## config.mk

```make
export PLATFORM = sky130hd
export DESIGN_NAME = keyed_line_field_extractor_top_flat
export DESIGN_NICKNAME = d
export VERILOG_FILES = /design/src/rtl/klfe_pkg.sv /design/src/rtl/klfe_if.sv /design/src/rtl/keyed_line_field_extractor_top.sv /design/src/rtl/klfe_front.sv /design/src/rtl/klfe_fifo.sv /design/src/rtl/klfe_back.sv /design/src/flat_wrapper.sv
export SDC_FILE = /design/constraint.sdc
export NUM_CORES = 1
export LEC_CHECK = 0
export BUFFER_PORTS_ARGS = -buffer_cell sky130_fd_sc_hd__buf_2
export CORE_MARGIN = 2
export CORE_UTILIZATION = 57
export DETAILED_ROUTE_END_ITERATION = 8
export HOLD_SLACK_MARGIN = 0.15
export PLACE_DENSITY = 0.74
export SYNTH_ARGS = -nofsm -noshare
export SYNTH_HDL_FRONTEND = slang
export SYNTH_SLANG_ARGS = --single-unit
```

## constraint.sdc

```tcl
create_clock -name clk -period 7.3 [get_ports clk]
set_clock_uncertainty 0.15 [all_clocks]
set_input_delay 2.19 -clock clk [delete_from_list [all_inputs] [get_ports clk]]
set_output_delay 2.19 -clock clk [all_outputs]
set_load 0.1 [all_outputs]
```

## src/rtl/klfe_pkg.sv

```systemverilog
// ----------------------------------------------------------------------------
// Keyed line field extractor package
// Shared constants, codes and the byte class record passed front to back.
// ----------------------------------------------------------------------------
package klfe_pkg;

    localparam int MAX_KEY_BYTES  = 32;
    localparam int KEY_IDX_W      = $clog2(MAX_KEY_BYTES);
    localparam int KLEN_W         = $clog2(MAX_KEY_BYTES + 1);
    localparam int CFG_DATA_W     = 64;
    localparam int CFG_INDEX_W    = 3;

    localparam int FIFO_DEPTH     = 4;
    localparam int FIFO_PTR_W     = $clog2(FIFO_DEPTH);
    localparam int FIFO_CNT_W     = $clog2(FIFO_DEPTH + 1);

    localparam int MAG_W          = 16;
    localparam logic [MAG_W-1:0] MAG_SAT   = 16'h8000;
    localparam logic [15:0]      VALUE_MAX = 16'h7FFF;
    localparam logic [15:0]      VALUE_MIN = 16'h8000;
    localparam logic [1:0]       FIELD_TARGET = 2'd3;

    // register indexes
    typedef enum logic [CFG_INDEX_W-1:0] {
        CFG_KEY_LENGTH  = 3'd0,
        CFG_KEY_BYTES_A = 3'd1,
        CFG_KEY_BYTES_B = 3'd2,
        CFG_KEY_BYTES_C = 3'd3,
        CFG_KEY_BYTES_D = 3'd4
    } cfg_index_t;

    localparam logic [7:0] CHAR_NUL   = 8'h00;
    localparam logic [7:0] CHAR_TAB   = 8'h09;
    localparam logic [7:0] CHAR_NL    = 8'h0A;
    localparam logic [7:0] CHAR_CR    = 8'h0D;
    localparam logic [7:0] CHAR_SPACE = 8'h20;
    localparam logic [7:0] CHAR_PLUS  = 8'h2B;
    localparam logic [7:0] CHAR_COMMA = 8'h2C;
    localparam logic [7:0] CHAR_MINUS = 8'h2D;
    localparam logic [7:0] CHAR_ZERO  = 8'h30;
    localparam logic [7:0] CHAR_NINE  = 8'h39;

    // one classified text byte
    typedef struct packed {
        logic                     last;
        logic                     is_zero;
        logic                     is_newline;
        logic                     is_comma;
        logic                     is_space;
        logic                     is_digit;
        logic                     is_plus;
        logic                     is_minus;
        logic [3:0]               digit;
        logic [MAX_KEY_BYTES-1:0] key_hit;
    } klfe_class_t;

endpackage

```

## src/rtl/klfe_if.sv

```systemverilog
// ----------------------------------------------------------------------------
// Keyed line field extractor channels
// Valid/ready channels for text bytes in and results out.
// ----------------------------------------------------------------------------
interface klfe_text_if;
    logic       valid;
    logic       ready;
    logic [7:0] text_byte;
    logic       end_of_buffer;

    modport source (output valid, output text_byte, output end_of_buffer, input ready);
    modport sink   (input valid, input text_byte, input end_of_buffer, output ready);
endinterface

interface klfe_result_if;
    logic               valid;
    logic               ready;
    logic               key_found;
    logic signed [15:0] field_value;

    modport source (output valid, output key_found, output field_value, input ready);
    modport sink   (input valid, input key_found, input field_value, output ready);
endinterface

```

## src/rtl/keyed_line_field_extractor_top.sv

```systemverilog
// ----------------------------------------------------------------------------
// Keyed line field extractor
// Finds the first text line holding a key and returns its third comma field.
// ----------------------------------------------------------------------------
// Text bytes stream in on text_in, one request per byte, and the block takes
// one byte every clock cycle for as long as results are collected. Lines end
// at newline; the first non-empty line that contains the key (up to 32 bytes,
// length 0 matches any line) supplies the third non-empty comma field, read
// like atoi and saturated to 16 bits signed. A zero byte ends the text. The
// byte flagged end_of_buffer produces exactly one request on result_out,
// valid once the back end has popped that byte and loaded its output
// register; then the block is clean for the next buffer. The front end
// compares each byte against all key bytes in parallel and the back end
// folds that into a shift-and prefix vector. A four-entry queue sits
// between them: the front keeps taking bytes while a finished result waits
// in the output register. If result_out is held off, the back end stops at
// the next buffer's final byte, and the front stalls once three more bytes
// have queued behind that byte.
// Key registers are written through cfg_write_en/cfg_index/cfg_data, with
// index 0 the key length and 1..4 the key bytes packed eight to a word,
// little-endian; write them only while no buffer is in flight.
// ----------------------------------------------------------------------------
module keyed_line_field_extractor_top
    import klfe_pkg::*;
(
    input  logic                   clk,
    input  logic                   rst_n,
    input  logic                   cfg_write_en,
    input  logic [CFG_INDEX_W-1:0] cfg_index,
    input  logic [CFG_DATA_W-1:0]  cfg_data,
    klfe_text_if.sink              text_in,
    klfe_result_if.source          result_out
);

    // front end to queue
    logic              push_valid;
    logic              push_ready;
    klfe_class_t       push_class;

    // queue to back end
    logic              pop_valid;
    logic              pop_ready;
    klfe_class_t       pop_class;

    // clamped key length; the user must keep it static while a buffer is in flight, the block does not enforce it
    logic [KLEN_W-1:0] key_len;

    klfe_front u_front (
        .clk          (clk),
        .rst_n        (rst_n),
        .cfg_write_en (cfg_write_en),
        .cfg_index    (cfg_index),
        .cfg_data     (cfg_data),
        .text_in      (text_in),
        .push_valid   (push_valid),
        .push_ready   (push_ready),
        .push_class   (push_class),
        .key_len      (key_len)
    );

    klfe_fifo u_fifo (
        .clk        (clk),
        .rst_n      (rst_n),
        .push_valid (push_valid),
        .push_ready (push_ready),
        .push_class (push_class),
        .pop_valid  (pop_valid),
        .pop_ready  (pop_ready),
        .pop_class  (pop_class)
    );

    klfe_back u_back (
        .clk        (clk),
        .rst_n      (rst_n),
        .pop_valid  (pop_valid),
        .pop_ready  (pop_ready),
        .pop_class  (pop_class),
        .key_len    (key_len),
        .result_out (result_out)
    );

endmodule

```

## src/rtl/klfe_front.sv

```systemverilog
// ----------------------------------------------------------------------------
// Keyed line field extractor: front end
// Holds the key registers and classifies each incoming byte.
// ----------------------------------------------------------------------------
module klfe_front
    import klfe_pkg::*;
(
    input  logic                   clk,
    input  logic                   rst_n,
    input  logic                   cfg_write_en,
    input  logic [CFG_INDEX_W-1:0] cfg_index,
    input  logic [CFG_DATA_W-1:0]  cfg_data,
    klfe_text_if.sink              text_in,
    output logic                   push_valid,
    input  logic                   push_ready,
    output klfe_class_t            push_class,
    output logic [KLEN_W-1:0]      key_len
);

    logic [KLEN_W-1:0]          key_length_reg;
    logic [MAX_KEY_BYTES*8-1:0] key_bytes_reg;
    logic [7:0]                 ch;

    always_ff @(posedge clk or negedge rst_n)
    begin
        if (!rst_n)
        begin
            key_length_reg <= '0;
            key_bytes_reg  <= '0;
        end
        else if (cfg_write_en)
        begin
            unique case (cfg_index)
                CFG_KEY_LENGTH:  key_length_reg <= cfg_data[KLEN_W-1:0];
                CFG_KEY_BYTES_A: key_bytes_reg[0*CFG_DATA_W +: CFG_DATA_W] <= cfg_data;
                CFG_KEY_BYTES_B: key_bytes_reg[1*CFG_DATA_W +: CFG_DATA_W] <= cfg_data;
                CFG_KEY_BYTES_C: key_bytes_reg[2*CFG_DATA_W +: CFG_DATA_W] <= cfg_data;
                CFG_KEY_BYTES_D: key_bytes_reg[3*CFG_DATA_W +: CFG_DATA_W] <= cfg_data;
                default: ;
            endcase
        end
    end

    // lengths past the key store clamp to its size
    assign key_len = (key_length_reg > KLEN_W'(MAX_KEY_BYTES)) ? KLEN_W'(MAX_KEY_BYTES)
                                                               : key_length_reg;

    assign ch             = text_in.text_byte;
    assign push_valid     = text_in.valid;
    assign text_in.ready  = push_ready;

    always_comb
    begin
        push_class.last       = text_in.end_of_buffer;
        push_class.is_zero    = (ch == CHAR_NUL);
        push_class.is_newline = (ch == CHAR_NL);
        push_class.is_comma   = (ch == CHAR_COMMA);
        push_class.is_space   = (ch == CHAR_SPACE) || ((ch >= CHAR_TAB) && (ch <= CHAR_CR));
        push_class.is_digit   = (ch >= CHAR_ZERO) && (ch <= CHAR_NINE);
        push_class.is_plus    = (ch == CHAR_PLUS);
        push_class.is_minus   = (ch == CHAR_MINUS);
        push_class.digit      = ch[3:0];
        for (int i = 0; i < MAX_KEY_BYTES; i++)
        begin
            push_class.key_hit[i] = (ch == key_bytes_reg[8*i +: 8]);
        end
    end

endmodule

```

## src/rtl/klfe_fifo.sv

```systemverilog
// ----------------------------------------------------------------------------
// Keyed line field extractor: class queue
// Short queue of classified bytes between the front and back ends.
// ----------------------------------------------------------------------------
module klfe_fifo
    import klfe_pkg::*;
(
    input  logic        clk,
    input  logic        rst_n,
    input  logic        push_valid,
    output logic        push_ready,
    input  klfe_class_t push_class,
    output logic        pop_valid,
    input  logic        pop_ready,
    output klfe_class_t pop_class
);

    klfe_class_t           slot_reg [FIFO_DEPTH];
    logic [FIFO_PTR_W-1:0] wr_ptr_reg, wr_ptr_next;
    logic [FIFO_PTR_W-1:0] rd_ptr_reg, rd_ptr_next;
    logic [FIFO_CNT_W-1:0] count_reg,  count_next;
    logic                  do_push, do_pop;

    assign push_ready = (count_reg != FIFO_CNT_W'(FIFO_DEPTH));
    assign pop_valid  = (count_reg != '0);
    assign pop_class  = slot_reg[rd_ptr_reg];
    assign do_push    = push_valid && push_ready;
    assign do_pop     = pop_valid && pop_ready;

    always_comb
    begin
        wr_ptr_next = do_push ? wr_ptr_reg + FIFO_PTR_W'(1) : wr_ptr_reg;
        rd_ptr_next = do_pop  ? rd_ptr_reg + FIFO_PTR_W'(1) : rd_ptr_reg;
        count_next  = count_reg + FIFO_CNT_W'(do_push) - FIFO_CNT_W'(do_pop);
    end

    always_ff @(posedge clk or negedge rst_n)
    begin
        if (!rst_n)
        begin
            wr_ptr_reg <= '0;
            rd_ptr_reg <= '0;
            count_reg  <= '0;
        end
        else
        begin
            wr_ptr_reg <= wr_ptr_next;
            rd_ptr_reg <= rd_ptr_next;
            count_reg  <= count_next;
        end
    end

    always_ff @(posedge clk)
    begin
        if (do_push)
        begin
            slot_reg[wr_ptr_reg] <= push_class;
        end
    end

endmodule

```

## src/rtl/klfe_back.sv

```systemverilog
// ----------------------------------------------------------------------------
// Keyed line field extractor: back end
// Line, key and number tracking per byte; holds the result register.
// ----------------------------------------------------------------------------
module klfe_back
    import klfe_pkg::*;
(
    input  logic              clk,
    input  logic              rst_n,
    input  logic              pop_valid,
    output logic              pop_ready,
    input  klfe_class_t       pop_class,
    input  logic [KLEN_W-1:0] key_len,
    klfe_result_if.source     result_out
);

    typedef enum logic [1:0] {
        PH_SKIP   = 2'd0,
        PH_DIGITS = 2'd1,
        PH_STOP   = 2'd2
    } phase_t;

    // shift-and prefix matches: bit i means key bytes 0..i end at this byte
    logic [MAX_KEY_BYTES-1:0] prefix_reg, prefix_next, prefix_shift;
    logic                     seen_reg, seen_next;
    logic [1:0]               fields_reg, fields_next;
    logic                     in_field_reg, in_field_next;
    phase_t                   phase_reg, phase_next;
    logic                     neg_reg, neg_next;
    logic [MAG_W-1:0]         mag_reg, mag_next;
    logic                     latched_reg, latched_next;
    logic [15:0]              answer_reg, answer_next;
    logic                     ended_reg, ended_next;
    logic                     out_valid_reg, out_valid_next;
    logic                     out_found_reg, out_found_next;
    logic [15:0]              out_value_reg, out_value_next;

    logic                     pop;
    logic                     active;
    logic                     end_req;
    logic                     run_digits;
    logic                     key_match;
    logic [KLEN_W-1:0]        klen_m1;
    logic [MAG_W+3:0]         mag_x10;
    logic [MAG_W-1:0]         mag_acc;
    logic [15:0]              line_value;

    assign pop_ready = !pop_class.last || !out_valid_reg || result_out.ready;
    assign pop       = pop_valid && pop_ready;
    assign active    = !ended_reg && !latched_reg;

    assign prefix_shift = {prefix_reg[MAX_KEY_BYTES-2:0], 1'b1} & pop_class.key_hit;
    assign klen_m1      = key_len - KLEN_W'(1);
    assign key_match    = (key_len == '0) || prefix_shift[klen_m1[KEY_IDX_W-1:0]];

    assign mag_x10 = ({4'b0, mag_reg} << 3) + ({4'b0, mag_reg} << 1)
                   + {{(MAG_W){1'b0}}, pop_class.digit};
    assign mag_acc = (mag_x10 > {4'b0, MAG_SAT}) ? MAG_SAT : mag_x10[MAG_W-1:0];

    always_comb
    begin
        prefix_next    = prefix_reg;
        seen_next      = seen_reg;
        fields_next    = fields_reg;
        in_field_next  = in_field_reg;
        phase_next     = phase_reg;
        neg_next       = neg_reg;
        mag_next       = mag_reg;
        latched_next   = latched_reg;
        answer_next    = answer_reg;
        ended_next     = ended_reg;
        out_valid_next = out_valid_reg && !result_out.ready;
        out_found_next = out_found_reg;
        out_value_next = out_value_reg;
        end_req        = 1'b0;
        run_digits     = 1'b0;
        line_value     = '0;

        if (pop)
        begin
            if (active)
            begin
                if (pop_class.is_zero)
                begin
                    end_req    = 1'b1;
                    ended_next = 1'b1;
                end
                else if (pop_class.is_newline)
                begin
                    end_req = 1'b1;
                end
                else
                begin
                    if (pop_class.is_comma)
                    begin
                        if (in_field_reg && (fields_reg == FIELD_TARGET))
                        begin
                            phase_next = PH_STOP;
                        end
                        in_field_next = 1'b0;
                    end
                    else
                    begin
                        if (!in_field_reg)
                        begin
                            in_field_next = 1'b1;
                            if (fields_reg != FIELD_TARGET)
                            begin
                                fields_next = fields_reg + 2'd1;
                            end
                            else
                            begin
                                phase_next = PH_STOP;
                            end
                        end
                        if (fields_next == FIELD_TARGET)
                        begin
                            unique case (phase_next)
                                PH_SKIP:
                                begin
                                    if (pop_class.is_space)
                                    begin
                                        phase_next = PH_SKIP;
                                    end
                                    else if (pop_class.is_plus || pop_class.is_minus)
                                    begin
                                        neg_next   = pop_class.is_minus;
                                        phase_next = PH_DIGITS;
                                    end
                                    else if (pop_class.is_digit)
                                    begin
                                        phase_next = PH_DIGITS;
                                        run_digits = 1'b1;
                                    end
                                    else
                                    begin
                                        phase_next = PH_STOP;
                                    end
                                end
                                PH_DIGITS: run_digits = 1'b1;
                                default:   run_digits = 1'b0;
                            endcase
                            if (run_digits)
                            begin
                                if (pop_class.is_digit)
                                begin
                                    mag_next = mag_acc;
                                end
                                else
                                begin
                                    phase_next = PH_STOP;
                                end
                            end
                        end
                    end
                    prefix_next = prefix_shift;
                    if (!seen_reg)
                    begin
                        seen_next = key_match;
                    end
                end
            end

            if (pop_class.last)
            begin
                end_req = 1'b1;
            end

            if (end_req)
            begin
                if (fields_next == FIELD_TARGET)
                begin
                    if (neg_next)
                    begin
                        line_value = (mag_next >= MAG_SAT) ? VALUE_MIN : (16'd0 - mag_next);
                    end
                    else
                    begin
                        line_value = (mag_next > VALUE_MAX) ? VALUE_MAX : mag_next;
                    end
                end
                if (seen_next && !latched_next)
                begin
                    latched_next = 1'b1;
                    answer_next  = line_value;
                end
                prefix_next   = '0;
                seen_next     = 1'b0;
                fields_next   = '0;
                in_field_next = 1'b0;
                phase_next    = PH_SKIP;
                neg_next      = 1'b0;
                mag_next      = '0;
            end

            if (pop_class.last)
            begin
                out_valid_next = 1'b1;
                out_found_next = latched_next;
                out_value_next = latched_next ? answer_next : 16'd0;
                latched_next   = 1'b0;
                answer_next    = '0;
                ended_next     = 1'b0;
            end
        end
    end

    always_ff @(posedge clk or negedge rst_n)
    begin
        if (!rst_n)
        begin
            prefix_reg    <= '0;
            seen_reg      <= 1'b0;
            fields_reg    <= '0;
            in_field_reg  <= 1'b0;
            phase_reg     <= PH_SKIP;
            neg_reg       <= 1'b0;
            mag_reg       <= '0;
            latched_reg   <= 1'b0;
            answer_reg    <= '0;
            ended_reg     <= 1'b0;
            out_valid_reg <= 1'b0;
            out_found_reg <= 1'b0;
            out_value_reg <= '0;
        end
        else
        begin
            prefix_reg    <= prefix_next;
            seen_reg      <= seen_next;
            fields_reg    <= fields_next;
            in_field_reg  <= in_field_next;
            phase_reg     <= phase_next;
            neg_reg       <= neg_next;
            mag_reg       <= mag_next;
            latched_reg   <= latched_next;
            answer_reg    <= answer_next;
            ended_reg     <= ended_next;
            out_valid_reg <= out_valid_next;
            out_found_reg <= out_found_next;
            out_value_reg <= out_value_next;
        end
    end

    assign result_out.valid       = out_valid_reg;
    assign result_out.key_found   = out_found_reg;
    assign result_out.field_value = out_value_reg;

endmodule

```

## src/flat_wrapper.sv

```systemverilog
// flat-port wrapper written by rule: the top's interface ports become plain ports
module keyed_line_field_extractor_top_flat import klfe_pkg::*;
  (clk, rst_n, cfg_write_en, cfg_index, cfg_data, text_in_valid, text_in_text_byte, text_in_end_of_buffer, text_in_ready, result_out_valid, result_out_key_found, result_out_field_value, result_out_ready);
  klfe_text_if text_in_i ();
  klfe_result_if result_out_i ();
  input  logic clk;
  input  logic rst_n;
  input  logic cfg_write_en;
  input  logic [CFG_INDEX_W-1:0] cfg_index;
  input  logic [CFG_DATA_W-1:0] cfg_data;
  input wire logic [$bits(text_in_i.valid)-1:0] text_in_valid;
  input wire logic [$bits(text_in_i.text_byte)-1:0] text_in_text_byte;
  input wire logic [$bits(text_in_i.end_of_buffer)-1:0] text_in_end_of_buffer;
  output wire logic [$bits(text_in_i.ready)-1:0] text_in_ready;
  output wire logic [$bits(result_out_i.valid)-1:0] result_out_valid;
  output wire logic [$bits(result_out_i.key_found)-1:0] result_out_key_found;
  output wire logic [$bits(result_out_i.field_value)-1:0] result_out_field_value;
  input wire logic [$bits(result_out_i.ready)-1:0] result_out_ready;
  assign text_in_i.valid = text_in_valid;
  assign text_in_i.text_byte = text_in_text_byte;
  assign text_in_i.end_of_buffer = text_in_end_of_buffer;
  assign text_in_ready = text_in_i.ready;
  assign result_out_valid = result_out_i.valid;
  assign result_out_key_found = result_out_i.key_found;
  assign result_out_field_value = result_out_i.field_value;
  assign result_out_i.ready = result_out_ready;
  keyed_line_field_extractor_top u_core (.clk(clk), .rst_n(rst_n), .cfg_write_en(cfg_write_en), .cfg_index(cfg_index), .cfg_data(cfg_data), .text_in(text_in_i), .result_out(result_out_i));
endmodule
```

---- Yosys cells after proc, flatten, opt, wreduce, memory -nomap -nowiden ----
Memories as Yosys holds them, arrays and structs flattened.
Index checks and enable logic that the tools add are counted.
operators by class
  add/subtract/negate cells ............... 9
  multipliers ............................. 0
  divide/modulo/power cells ............... 0
  order comparisons ....................... 9
  equality and inequality tests ........... 50
  shift-type cells ........................ 0
  mux-type cells .......................... 105
  bitwise logic cells ..................... 1
  reductions and logical operators ........ 35
operator list
  operator                                                            number
  2-to-1 mux 16 bit                                                   18
  == test 8 bit                                                       32
  2-to-1 mux 31 bit                                                   4
  2-to-1 mux 2 bit                                                    33
  2-to-1 mux 1 bit                                                    47
  AND 32 bit                                                          1
  == test 8 x 6 -> 1 bit (second input constant)                      4
  adder 19 x 17 -> 20 bit                                             1
  adder 20 x 4 -> 20 bit                                              1
  greater-than comparator 20 x 16 -> 1 bit (second input constant)    1
  greater-or-equal comparator 16 bit (second input constant)          1
  greater-than comparator 16 x 15 -> 1 bit (second input constant)    1
  subtractor 1 x 16 -> 16 bit (first input constant)                  1
  AND reduction 2 bit                                                 6
  == test 8 x 4 -> 1 bit (second input constant)                      1
  greater-or-equal comparator 8 x 4 -> 1 bit (second input constant)  1
  greater-or-equal comparator 8 x 6 -> 1 bit (second input constant)  1
  <= comparator 8 x 4 -> 1 bit (second input constant)                1
  <= comparator 8 x 6 -> 1 bit (second input constant)                1
  logical AND 1 bit                                                   8
  logical NOT 8 bit                                                   1
  adder 2 x 1 -> 2 bit (second input constant)                        3
  == test 2 bit (second input constant)                               3
  == test 3 x 2 -> 1 bit (second input constant)                      2
  23 further kinds                                                    36
word-level totals
  flip-flop bits (word level) ............. 359
  latch bits .............................. 0
  RAM bits ................................ 176
  memory bits (read-only) ................. 0
  input port bits ......................... 81
  output and inout port bits .............. 19
  word-level logic and storage cells ...... 231
  memories kept ........................... 1
memories
  memory                  depth  width  read ports  clocked after Yosys merged registers in  wr ports  line             RTL
  u_core.u_fifo.slot_reg  4      44     1           0                                        1         klfe_fifo.sv:18  klfe_class_t slot_reg [FIFO_DEPTH];

---- Depth between registers and ports, before layout ----
  word-level depth ........................ 30
  gate-level depth with buffers ........... 22
  mapped depth without buffers ............ 16

---- Cells and area by module ----
From an unflattened synthesis, not the netlist that was laid out.
unflattened totals
  cell total of the unflattened synthesis .. 2,020
  area, all modules ....................... 26,452.9 um^2
by module, submodules not included
  module      instances  cells an instance  area each (um^2)
  klfe_front  1          975                12,972.4
  klfe_fifo   1          271                6,880.3
  klfe_back   1          774                6,600.1

---- Least setup slack after synthesis ----
No wires, ideal clock.
  path type ............................... register to register
  from .................................... register u_core.u_fifo.rd_ptr_reg[0]
  to ...................................... register u_core.u_back.answer_reg[8]
  setup time .............................. 0.121 ns
  data arrival time ....................... 5.097 ns
  required time ........................... 7.029 ns
  path slack .............................. 1.932 ns
  stages on the path, launching flop included .. 20
  path buffers ............................ 4
  clock period less this slack ............ 5.368 ns
  cells stage by stage .................... dfrtp_1 buf_6 buf_6 buf_4 buf_4 mux4_2 ha_1 ha_1 fa_1 a21o_1 a221oi_2 o21ai_0 and2_1 a221o_1 a41oi_1 and2b_1 a211oi_1 mux2i_1 o21ai_0 a22o_1
on the way
  cells in the longest elaborated chain, start to end .. 25
  elaborated cells between the ends (all ways) .. 67
  those cells by class .................... 2 x add/sub; 3 x order compare; 1 x eq/ne; 52 x mux; 1 x bitwise; 7 x reduce/logical; 1 x memory
ends and longest elaborated chain
  what                                                                             line              RTL
  start: declaration                                                               klfe_fifo.sv:20   logic [FIFO_PTR_W-1:0] rd_ptr_reg, rd_ptr_next;
  start signal: assignment                                                         klfe_fifo.sv:48   rd_ptr_reg <= rd_ptr_next;
  memory read (4 x 44 bit) *                                                       --
  parallel branches: the longest is 24 deep, another holds adder 20 x 4 -> 20 bit  --
  end signal: assignment                                                           klfe_back.sv:236  answer_reg <= answer_next;
  end: declaration                                                                 klfe_back.sv:32   logic [15:0] answer_reg, answer_next;
Every way passes the cells marked *. The select of a mux whose other input is x is not followed.
A chain may end at the register's enable or synchronous reset.

---- Worst setup path after layout ----
  from .................................... register u_core.u_front.key_length_reg[5]
  to ...................................... register u_core.u_back.answer_reg[3]
on the way
  cells in the longest elaborated chain, start to end .. 15
  elaborated cells between the ends (all ways) .. 16
  those cells by class .................... 1 x add/sub; 1 x order compare; 11 x mux; 3 x reduce/logical
ends and longest elaborated chain
  what                                    line              RTL
  start: declaration                      klfe_front.sv:20  logic [KLEN_W-1:0] key_length_reg;
  start signal: assignment                klfe_front.sv:34  CFG_KEY_LENGTH: key_length_reg <= cfg_data[KLEN_W-1:0];
  greater-than comparator 6 bit           klfe_front.sv:45  assign key_len = (key_length_reg > KLEN_W'(MAX_KEY_BYTES)) ? KLEN_W'(MAX_KEY_BYTES)
  2-to-1 mux 6 bit *                      klfe_front.sv:45
  subtractor 5 x 1 -> 5 bit               klfe_back.sv:53   assign klen_m1 = key_len - KLEN_W'(1);
  binary-select mux 1 bit (select 5 bit)  klfe_back.sv:54   assign key_match = (key_len == '0) || prefix_shift[klen_m1[KEY_IDX_W-1:0]];
  2-to-1 mux 1 bit (implied by the code)  klfe_back.sv:54
  logical OR 1 bit *                      klfe_back.sv:54
  2-to-1 mux 1 bit *                      klfe_back.sv:157  if (!seen_reg)
  2-to-1 mux 1 bit *                      klfe_back.sv:88   else if (pop_class.is_newline)
  2-to-1 mux 1 bit *                      klfe_back.sv:83   if (pop_class.is_zero)
  2-to-1 mux 1 bit *                      klfe_back.sv:81   if (active)
  2-to-1 mux 1 bit *                      klfe_back.sv:79   if (pop)
  logical AND 1 bit *                     klfe_back.sv:182  if (seen_next && !latched_next)
  2-to-1 mux 16 bit *                     klfe_back.sv:182
  2-to-1 mux 16 bit *                     klfe_back.sv:169  if (end_req)
  2-to-1 mux 16 bit *                     klfe_back.sv:196  if (pop_class.last)
Mark *: on every way between the ends. The rest lies on a longest branch, timed or not. The select of a mux whose other input is x is not followed.

==> metrics <==
status=finished clean; synth warn=0; Clock Latency Late Sink=0.60 ns; Layout area overhead=10.7%; fraction of layout cells with a size suffix above 1=0.259; largest net degree at the start of global routing=154; Finish-stage setup viols=0; Final Hold Vio Count=0; DRC Markers=0; Post-CTS Resized=0; final instance area=28400 um2; Initial Util=0.579; Crit Path Max Fanout=11; final worst path period share=0.799; Least-Margin Pin Slew=1.03 ns; Post-DP HPWL=38000 um; post-synthesis cell type count=79; CP required=7.66 ns; via count of the first global-routing pass=16.7k; Worst Hold Slack=0.328 ns; Num Clock Sinks=535; final core utilization=0.641; RePlAce Congestion=0.938; clock transition at the registers of the reported paths=0.06 ns; input/output buffers=99; Worst Setup Start Kind=register; post-route setup slack=1.46 ns; drt total wl=58400 um; CP startpoint=u_core.u_front.key_length_reg[5]; ys async rst share=0.671; syn_nets=2108; FF/Latch Area=14300 um2; gr usage total=0.254; htree depth=2; FF-to-FF Start=u_core.u_front.key_length_reg[5]; first-pass GRT wire length=92800 um; vias after detailed routing=16.1k; WS Path Type=register to register; total of max-cap violations=0; worst path arrival time=6.19 ns; ys flop type=dfrtp_1; Mapped Area=25700 um2; Core Area=44300 um2; synthesis-stage register bit count=535; Largest register FFs=256; critical-path cell list=nor2b_1 > clkinv_1 > ha_1 > xnor2_1 > buf_4 > a21oi_1 > a2111oi_0 > a21oi_1 > o2111a_1 > o41ai_1 > nand2_1 > nor2_1 > o2111ai_1 > o31ai_2; Slew Limit Headroom=0.312; max frequency=171 MHz; multi-input combinational cell area=10900 um2; Die X=216 um; PwrDens=325 nW/um2; Seq/Total Area, Yosys=0.556; Worst path slowest cell=xnor2_1; commonest non-fill, non-tap cell in the layout=dfrtp_1; CTS tree=built; # fillers=3337; crit path buf inv count=2; Post-CTS Setup Inserts=0; Die ar.=46700 um2; Worst path max stage delay=0.75 ns; Final min period=5.84 ns; placed cell area=26700 um2; commonest non-fill, non-tap cells in the layout=dfrtp_1, xnor2_1, mux2_2; Setup Total Neg Slack=0 ns; reg2reg setup slack=1.46 ns; min-delay worst type=register to register; row cnt=77; Slew Limit Fails=0; Detailed Routing Iterations Pass 1=9; RSZ-0062 raised after global routing=false; Die Y=216 um; Antenna Nets Post-Route=0; leak pwr=11.2 nW; Mapped Avg Cell Area=12.9 um2; hold_sp=u_core.u_back.answer_reg[14]; Worst Setup End Kind=register; WL per Instance=21.7 um; DR iter-0 viols=1160; clk buf depth=3; Congestion Overflow GR=0; Ports=100; Post-synth EDFFs=176; CTS Buf Count=54; worst reg-to-reg path cell count=14; peak supply drop=0.261 mV; NumNets Final=2181; CTS root buf=clkbuf_16; Post-Place Worst Slack=1.53 ns; Top Family by Delay on Critical Path=compound AO/OA/AOI/OAI gates; Hold Path Depth=2; gate count of the mapped netlist=1985; antenna violations before repair=5; routed vias/inst=5.98; cts hold-fix bufs=0; CP most frequent cell=a21oi_1; Worst path depth=14
==> cell usage after synthesis (all sizes together) (6+ instances only) <==
library cell	count	area (um2)
mux4	46	1040
dfrtp	359	8980
a21oi	54	274
o211ai	9	67.6
inv	25	93.8
a211oi	7	52.6
a31oi	18	113
buf	23	139
a32o	8	80.1
o21a	6	45.0
nor2	100	385
nand3	19	95.1
nand4	68	425
edfxtp	176	5290
and3	16	100
a21o	11	82.6
xnor2	271	2370
mux2i	9	90.1
xor2	10	87.6
o21ai	79	403
or2	7	43.8
or3	14	92.6
mux2	264	2970
nor3	21	116
and2	10	62.6
nand2	129	487
nand2b	8	50.1
ha	39	488
clkbuf	87	327
a22o	19	166
nor4	8	56.3
==> per-layer routing <==
metal	up-vias	GRT usage	share of wire
met5	-	0	0.00077
met4	8	0.0817	0.027
met3	119	0.0382	0.046
met2	398	0.425	0.49
met1	8210	0.345	0.44
li1	7385	-	-
==> power by group <==
group	switching [mW]	internal [mW]
combinational	1.48	1.05
sequential	0.329	3.70
clock	1.15	1.53
==> worst reg2reg max path: stages (launching register included) <==
cell	delay (ns)
dfrtp_1	0.46
nor2b_1	0.66
clkinv_1	0.48
ha_1	0.42
xnor2_1	0.75
buf_4	0.29
a21oi_1	0.05
a2111oi_0	0.42
a21oi_1	0.09
o2111a_1	0.26
o41ai_1	0.72
nand2_1	0.36
nor2_1	0.24
o2111ai_1	0.19
o31ai_2	0.20
==> cell type report <==
type                       count  share of cell area
sequential                   535               0.502
multi-input combinational   1314               0.383
clock buffer                  78              0.0529
timing repair buffer         127              0.0261
tap                          592              0.0261
clock inverter                23             0.00669
inverter                      26             0.00343
antenna                        1           0.0000881
==> logic make-up after synthesis <==
kind of cell             after synthesis  share of synthesized area
AO/OA/AOI/OAI                        256                     0.0653
buffers and inverters                136                     0.0219
AND/OR/NAND/NOR                      416                     0.0799
adder cells (fa/ha/maj)               42                     0.0214
multiplexers                         319                      0.160
flip-flops                           535                      0.556
XOR/XNOR                             281                     0.0959
==> through the flow <==
stage,power [mW],instances
after global placement,6.53,2594
after floorplan,5.93,1985
after detailed placement,6.63,2594
final,9.24,2696
after global routing,9.68,2695
after CTS,9.31,2695
==> final timing paths <==
| path | endpoint |
|---|---|
| max | u_core.u_back.answer_reg[3] |
| min | u_core.u_back.answer_reg[14] |
| max reg2reg | u_core.u_back.answer_reg[3] |
| min reg2reg | u_core.u_back.answer_reg[14] |
| max in group asynchronous | u_core.u_front.key_bytes_reg[38] |
| min in group asynchronous | u_core.u_back.answer_reg[15] |
Note: power is estimated with default switching activity, not from simulation.
